[config.mk]
export PLATFORM = sky130hd
export DESIGN_NAME = sorted_list_engine
export DESIGN_NICKNAME = d
export VERILOG_FILES = /design/src/rtl/slst_pkg.sv /design/src/rtl/slst_cell.sv /design/src/rtl/sorted_list_engine.sv
export SDC_FILE = /design/constraint.sdc
export NUM_CORES = 2
export LEC_CHECK = 0
export ABC_AREA = 1
export ABC_CLOCK_PERIOD_IN_PS = 4100
export BUFFER_PORTS_ARGS = -buffer_cell sky130_fd_sc_hd__buf_2
export CAP_MARGIN = 20
export CORE_MARGIN = 2
export CORE_UTILIZATION = 40
export DETAILED_ROUTE_END_ITERATION = 6
export PLACE_DENSITY = 0.54
export SYNTH_ARGS = -nofsm -noshare
export SYNTH_HDL_FRONTEND = slang
export SYNTH_SLANG_ARGS = --single-unit
[constraint.sdc]
create_clock -name clk -period 4.1 [get_ports clk]
set_input_delay 0.615 -clock clk [delete_from_list [all_inputs] [get_ports clk]]
set_output_delay 0.615 -clock clk [all_outputs]
set_load 0.05 [all_outputs]
[src/rtl/slst_pkg.sv]
package slst_pkg;

  // Default depth of the sorted table
  localparam int unsigned DEF_CAPACITY = 16;

  // Operation codes
  localparam logic [1:0] OP_INSERT     = 2'd0;
  localparam logic [1:0] OP_REMOVE_MIN = 2'd1;
  localparam logic [1:0] OP_REMOVE_MAX = 2'd2;
  localparam logic [1:0] OP_REMOVE_EQ  = 2'd3;

  // Status codes
  localparam logic [1:0] STAT_DONE      = 2'd0;
  localparam logic [1:0] STAT_EMPTY     = 2'd1;
  localparam logic [1:0] STAT_NOT_FOUND = 2'd2;
  localparam logic [1:0] STAT_FULL      = 2'd3;

  typedef struct packed {
    logic [1:0]         op;
    logic signed [31:0] value;
  } in_item_t;

  typedef struct packed {
    logic [1:0]         status;
    logic signed [31:0] removed_value;
    logic [4:0]         occupancy;
  } out_item_t;

  // Command broadcast to every cell
  typedef struct packed {
    logic               cmp;
    logic               apply;
    logic [1:0]         op;
    logic signed [31:0] value;
  } cell_cmd_t;

  // What a cell shows its neighbors and the controller
  typedef struct packed {
    logic               valid;
    logic               le;
    logic               lt;
    logic signed [31:0] data;
  } cell_link_t;

  typedef enum logic [1:0] {
    S_IDLE,
    S_CMP,
    S_APPLY
  } state_t;

endpackage

[src/rtl/slst_cell.sv]
module slst_cell (
  input  logic                clk,
  input  logic                rst_n,
  input  slst_pkg::cell_cmd_t  cmd,
  input  slst_pkg::cell_link_t left,
  input  slst_pkg::cell_link_t right,
  output slst_pkg::cell_link_t link
);
  import slst_pkg::*;

  logic               valid_r, valid_nxt;
  logic               le_r, lt_r;
  logic signed [31:0] data_r, data_nxt;

  // Pick the next entry from own value, left or right neighbor, or the new value
  always_comb begin
    valid_nxt = valid_r;
    data_nxt  = data_r;
    if (cmd.apply) begin
      unique case (cmd.op)
        OP_INSERT: begin
          if (!le_r) begin
            if (left.le) begin
              valid_nxt = 1'b1;
              data_nxt  = cmd.value;
            end else begin
              valid_nxt = left.valid;
              data_nxt  = left.data;
            end
          end
        end
        OP_REMOVE_MIN: begin
          valid_nxt = right.valid;
          data_nxt  = right.data;
        end
        OP_REMOVE_MAX: begin
          valid_nxt = valid_r & right.valid;
        end
        OP_REMOVE_EQ: begin
          if (!lt_r) begin
            valid_nxt = right.valid;
            data_nxt  = right.data;
          end
        end
        default: ;
      endcase
    end
  end

  // Hold valid bit, cleared at reset
  always_ff @(posedge clk) begin
    if (!rst_n) begin
      valid_r <= 1'b0;
    end else begin
      valid_r <= valid_nxt;
    end
  end

  // Advance data and capture compare flags
  always_ff @(posedge clk) begin
    data_r <= data_nxt;
    if (cmd.cmp) begin
      le_r <= valid_r && (data_r <= cmd.value);
      lt_r <= valid_r && (data_r < cmd.value);
    end
  end

  assign link.valid = valid_r;
  assign link.le    = le_r;
  assign link.lt    = lt_r;
  assign link.data  = data_r;

endmodule

[src/rtl/sorted_list_engine.sv]
// Sorted list engine: a double-ended priority queue of signed 32-bit values
// kept in ascending order in a row of cells, up to CAPACITY entries.
// Input channel: drive in_item (op, value) and raise start while busy is low;
// the item is taken at that clock edge and busy rises for the work.
// Operations: insert in sorted place, remove smallest, remove largest, or
// remove the first entry equal to value.
// Result channel: out_valid strobes high for exactly one cycle with out_item
// (status, removed_value, occupancy). The receiver cannot stall; it must take
// the result in that cycle.
// Timing: the accepting edge moves to the compare state, where every cell
// compares its entry with the value; the apply state then resolves the
// match/tail across the row, shifts all cells at once and registers the
// result. Busy stays high until then, so no new item is taken while one is
// in work; start may be raised again in the cycle the result is shown.
// Reset (rst_n low, synchronous): the list is emptied, busy and out_valid drop.
module sorted_list_engine #(
  parameter int unsigned CAPACITY = slst_pkg::DEF_CAPACITY
) (
  input  logic                clk,
  input  logic                rst_n,
  input  logic                start,
  output logic                busy,
  input  slst_pkg::in_item_t  in_item,
  output logic                out_valid,
  output slst_pkg::out_item_t out_item
);
  import slst_pkg::*;

  localparam int unsigned CNT_W = $clog2(CAPACITY + 1);

  state_t             state_r, state_nxt;
  in_item_t           item_r;
  logic [CNT_W-1:0]   count_r, count_nxt;
  logic               out_valid_r, out_valid_nxt;
  out_item_t          out_item_r, out_item_nxt;
  logic               apply_ok;
  logic               full, empty, found;
  logic signed [31:0] tail_data;
  cell_cmd_t          cmd;
  cell_link_t         links [CAPACITY];
  cell_link_t         left_edge, right_edge;

  // Boundary cells: left edge always "at or below", right edge never valid
  assign left_edge  = '{valid: 1'b1, le: 1'b1, lt: 1'b1, data: '0};
  assign right_edge = '{valid: 1'b0, le: 1'b0, lt: 1'b0, data: '0};

  // Row of cells
  for (genvar i = 0; i < CAPACITY; i++) begin : g_cell
    cell_link_t lnk_l, lnk_r;
    if (i == 0) begin : g_l0
      assign lnk_l = left_edge;
    end else begin : g_ln
      assign lnk_l = links[i-1];
    end
    if (i == CAPACITY - 1) begin : g_rl
      assign lnk_r = right_edge;
    end else begin : g_rn
      assign lnk_r = links[i+1];
    end
    slst_cell u_cell (
      .clk   (clk),
      .rst_n (rst_n),
      .cmd   (cmd),
      .left  (lnk_l),
      .right (lnk_r),
      .link  (links[i])
    );
  end

  assign full  = (count_r == CNT_W'(CAPACITY));
  assign empty = (count_r == '0);

  // Collect match flag and tail value across the row
  always_comb begin
    found     = 1'b0;
    tail_data = '0;
    for (int i = 0; i < CAPACITY; i++) begin
      found = found | (links[i].le & ~links[i].lt);
      if (i == CAPACITY - 1) begin
        tail_data = tail_data | (links[i].valid ? links[i].data : 32'sd0);
      end else begin
        tail_data = tail_data |
                    ((links[i].valid & ~links[i+1].valid) ? links[i].data : 32'sd0);
      end
    end
  end

  // Decide whether the operation changes the list
  always_comb begin
    if (item_r.op == OP_INSERT) begin
      apply_ok = !full;
    end else begin
      apply_ok = !empty && ((item_r.op != OP_REMOVE_EQ) || found);
    end
  end

  assign cmd.cmp   = (state_r == S_CMP);
  assign cmd.apply = (state_r == S_APPLY) && apply_ok;
  assign cmd.op    = item_r.op;
  assign cmd.value = item_r.value;

  // Next state, count and result
  always_comb begin
    state_nxt     = state_r;
    count_nxt     = count_r;
    out_valid_nxt = 1'b0;
    out_item_nxt  = out_item_r;
    unique case (state_r)
      S_IDLE: begin
        if (start) begin
          state_nxt = S_CMP;
        end
      end
      S_CMP: begin
        state_nxt = S_APPLY;
      end
      S_APPLY: begin
        state_nxt     = S_IDLE;
        out_valid_nxt = 1'b1;
        out_item_nxt.removed_value = '0;
        out_item_nxt.status        = STAT_DONE;
        if (apply_ok) begin
          if (item_r.op == OP_INSERT) begin
            count_nxt = count_r + CNT_W'(1);
          end else begin
            count_nxt = count_r - CNT_W'(1);
          end
        end
        priority if (item_r.op == OP_INSERT) begin
          if (full) begin
            out_item_nxt.status = STAT_FULL;
          end
        end else if (empty) begin
          out_item_nxt.status = STAT_EMPTY;
        end else if (item_r.op == OP_REMOVE_MIN) begin
          out_item_nxt.removed_value = links[0].data;
        end else if (item_r.op == OP_REMOVE_MAX) begin
          out_item_nxt.removed_value = tail_data;
        end else if (found) begin
          out_item_nxt.removed_value = item_r.value;
        end else begin
          out_item_nxt.status = STAT_NOT_FOUND;
        end
        out_item_nxt.occupancy = 5'(count_nxt);
      end
      default: begin
        state_nxt = S_IDLE;
      end
    endcase
  end

  // Control registers
  always_ff @(posedge clk) begin
    if (!rst_n) begin
      state_r     <= S_IDLE;
      count_r     <= '0;
      out_valid_r <= 1'b0;
    end else begin
      state_r     <= state_nxt;
      count_r     <= count_nxt;
      out_valid_r <= out_valid_nxt;
    end
  end

  // Payload registers: capture item on accept, hold result
  always_ff @(posedge clk) begin
    if (state_r == S_IDLE && start) begin
      item_r <= in_item;
    end
    out_item_r <= out_item_nxt;
  end

  assign busy      = (state_r != S_IDLE);
  assign out_valid = out_valid_r;
  assign out_item  = out_item_r;

endmodule

==> run_results.csv <==
group,metric,value,unit
placement,place_congestion,1.001,
sta,hold_viol,0,
placement,dp_cells,7213,
die,fp.coreArea,0.1160,sq mm
die,dieArea,0.1195,sq mm
grt,grt_pass1_vias,41800,
final_layout,final_util,44.87,%
clock_network,clk_latency,0.69,ns
hold_path,whs_path_depth,1,
yosys,ys_types,38,
routing,vias_per_cell,6.139,
critical_path,critPathLaunchType,"flip-flop",
power_and_ir_drop,leakage,22.51,nW
yosys,yosysTopAreaCell,"edfxtp_1",
sta,relSlewSlack,20.37,%
power_and_ir_drop,ir_worst_vdd,274.7,uV
routing,ant_nets,0,
grt,grt_use_total,35.05,%
critical_path,crit_path_frequent_cell,"nand2_1",
sta,period_share,92.79,%
clock_network,root_buffer,"clkbuf_16",
routing,wl_per_cell,29.23,microns
clock_network,post_cts_resized,0,
yosys,synth_top_area_share,39.68,%
power_and_ir_drop,seq_power_share,42.5,%
critical_path,max_stage_delay,0.66,ns
critical_path,crit_chain,"inv_1 > buf_4 > ha_1 > nand2_1 > nor2_1 > nand4_1 > nor3b_1 > nand2_1 > nand2_1 > nand2_1 > nand3_1 > nand2_1",
die,initial_core_util,40.24,%
routing,drt_iter0_markers,6882,
yosys,async_flop_share,0,%
power_and_ir_drop,power_density,336.2,mW/mm^2
sta,fin_hold_ws,0.1044,ns
sta,fin_crit,3.804,ns
clock_network,clk_path_buf_depth,3,
sta,slew_viol_final,0,
grt,grt_overflow_total,0,
critical_path,crit_fanout,19,
yosys,synth.avg_cell_area,8.127,sq um
critical_path,worst-endpoint-arrival,4.24,ns
power_and_ir_drop,power.switching,0.005238,W
routing,wirelength,215200,microns
final_layout,final_net_count,6326,
yosys,yosysWarnings,0,
placement,portBuffers,77,
critical_path,ff2ff_path_depth,12,
critical_path,cp.required,4.53,ns
clock_network,cts_hold_buf,0,
grt,grt_pass1_wl,303500,microns
final_layout,instances_no_fill,7362,
grt,antenna_found_initial,6,
grt,grt_start_max_net_pins,211,
die,ios,78,
outcome,status,"complete, no violations",
clock_network,htree_levels,3,
clock_network,clkSlewWorstSetupHoldPaths,0.06,ns
yosys,syn-num-nets,6299,
final_layout,layout-drive-gt1-share,7.588,%
power_and_ir_drop,power,0.01751,W
die,rows,125,
final_layout,syn_to_final_growth,11.51,%
clock_network,cts_tree,"yes",
clock_network,post_cts_buffers,0,
sta,timing.fmax,262.9,MHz
yosys,ys_seq_area_share,40.71,%
clock_network,cts_buffers,82,
power_and_ir_drop,clkPwrFrac,41.9,%
hold_path,holdCritPathClass,"in2reg",
final_layout,diodes,0,
flow_run,max_cap_viol_count,0,
critical_path,criticalPathCategory,"reg2reg",
sta,worst_pin_slew,1.195,ns
die,fp.dieH,345.7,microns
sta,finalSetupTns,0,ns
power_and_ir_drop,p_sw_share,29.92,%
routing,num_vias,45190,
die,die_x,345.7,microns
yosys,synth.ff_latch_count,641,
placement,post-dp-hpwl,153400,microns
yosys,synth_edf_count,617,
power_and_ir_drop,power_frac_comb,15.6,%
yosys,synthesis.area,0.04670,sq mm
critical_path,critical-path-slowest-cell,"nor3b_1",
sta,rsz0062_at_grt,"no",
sta,setup_violations,0,
routing,drtPass1Iterations,6,
clock_network,clock_sinks,641,
power_and_ir_drop,internal_power,0.01227,W
sta,fin_skew,0.03282,ns
yosys,ys.flop_type,"edfxtp_1",
critical_path,end_kind,"flip-flop",
routing,drc,0,
yosys,syn_inst,5746,
yosys,ys_top_cells_by_area,"edfxtp_1 40%, ha_1 14%, a21oi_1 8.1%",
## critical path, delay by kind of cell, from the launching register on
| kind | cells | cell delay [ns] |
|---|---|---|
| simple gates | 9 | 1.95 |
| buf+inv | 2 | 0.98 |
| flops | 1 | 0.43 |
| fa+ha+maj | 1 | 0.18 |
## per-layer routing
metal	GRT usage (%)	vias to the layer above	wire [microns]	part of all wire, %
met5	0	-	24	0.011
met4	16.73	4	11680	5.4
met3	7.831	569	26450	12
met2	52.28	2977	91010	42
met1	48.06	21380	86000	40
li1	-	20260	-	-
## path summary, 6_finish.rpt
path | slack (ns) | from | endpoint
worst max register to register | 0.30 | cmd[29]$_DFFE_PP_ | g_cell[1].u_cell.le_r$_DFFE_PN_
worst max-delay path | 0.30 | cmd[29]$_DFFE_PP_ | g_cell[1].u_cell.le_r$_DFFE_PN_
worst min register to register | 0.51 | state_r[1]$_SDFFE_PN0P_ | state_r[1]$_SDFFE_PN0P_
worst min-delay path | 0.10 | in_item[13] | cmd[13]$_DFFE_PP_
## Yosys cell counts (all sizes together), types with 63 or more instances
cell,n
nand2,1010
a21oi,757
inv,724
o21ai,650
edfxtp,617
ha,515
nor2,375
o211ai,224
clkbuf,215
o22ai,196
nand3,166
buf,111
nand4,63
## registers in the layout, indices dropped and copies added (netlist names)
signal,flops
cmd,34
out_valid,1
g_cell.u_cell.lt_r,16
g_cell.u_cell.data_r,512
out_item,39
count_r,5
g_cell.u_cell.le_r,16
g_cell.u_cell.valid_r,16
state_r,2
## power by group through the flow
stage / Sequential, W / Clock (W) / Combinational, W
after floorplan: 0.00756 / 0 / 0.00162
after global placement: 0.00758 / 0 / 0.00260
after detailed placement: 0.00758 / 0 / 0.00263
after CTS: 0.00744 / 0.00737 / 0.00265
after global routing: 0.00745 / 0.00760 / 0.00295
final: 0.00745 / 0.00733 / 0.00273
## cells in the final DEF (no fill, tap or decap), types with 12 or more instances in the layout
| master | count |
|---|---|
| inv_2 | 12 |
| nand4_1 | 54 |
| nand2_1 | 994 |
| o211ai_1 | 224 |
| o21a_1 | 29 |
| clkbuf_1 | 28 |
| a21o_1 | 16 |
| o21ai_1 | 21 |
| nor2_1 | 352 |
| nand2_2 | 15 |
| dfxtp_1 | 23 |
| edfxtp_1 | 617 |
| nand3_1 | 165 |
| a21oi_1 | 757 |
| ha_1 | 515 |
| buf_4 | 172 |
| buf_12 | 20 |
| a31oi_1 | 19 |
| clkinv_2 | 13 |
| o21ai_0 | 629 |
| inv_1 | 713 |
| nor2_4 | 21 |
| buf_2 | 77 |
| clkbuf_16 | 85 |
| o22ai_1 | 196 |
## cell type report
type,count,area (sq um)
well taps,1524,1907
flip-flops and latches,641,19010
inverters,726,2733
clock buffers,115,2260
repair buffers,269,2077
clock inverters,34,300.3
multi-input cells,4053,23790
fillers,11570,63980
## kinds of logic (layout without fill, tap and decap cells)
group,count (synthesis),in the layout,synth area share (%)
flops,641,641,40.71
compound gates,1894,1894,22.33
xor+xnor,6,6,0.1125
fa+ha+maj,516,516,13.84
buf+inv,1052,1144,8.756
simple gates,1637,1637,14.25
## through the flow
stage	setup WS, ns	area (sq um)
global route	0.2592	52070
CTS	0.4248	52070
global placement	0.4107	49510
detailed placement	0.4340	49510
finish	0.2955	52070
floorplan	0.7351	46700
No activity file was read; power rests on OpenSTA's default activity.
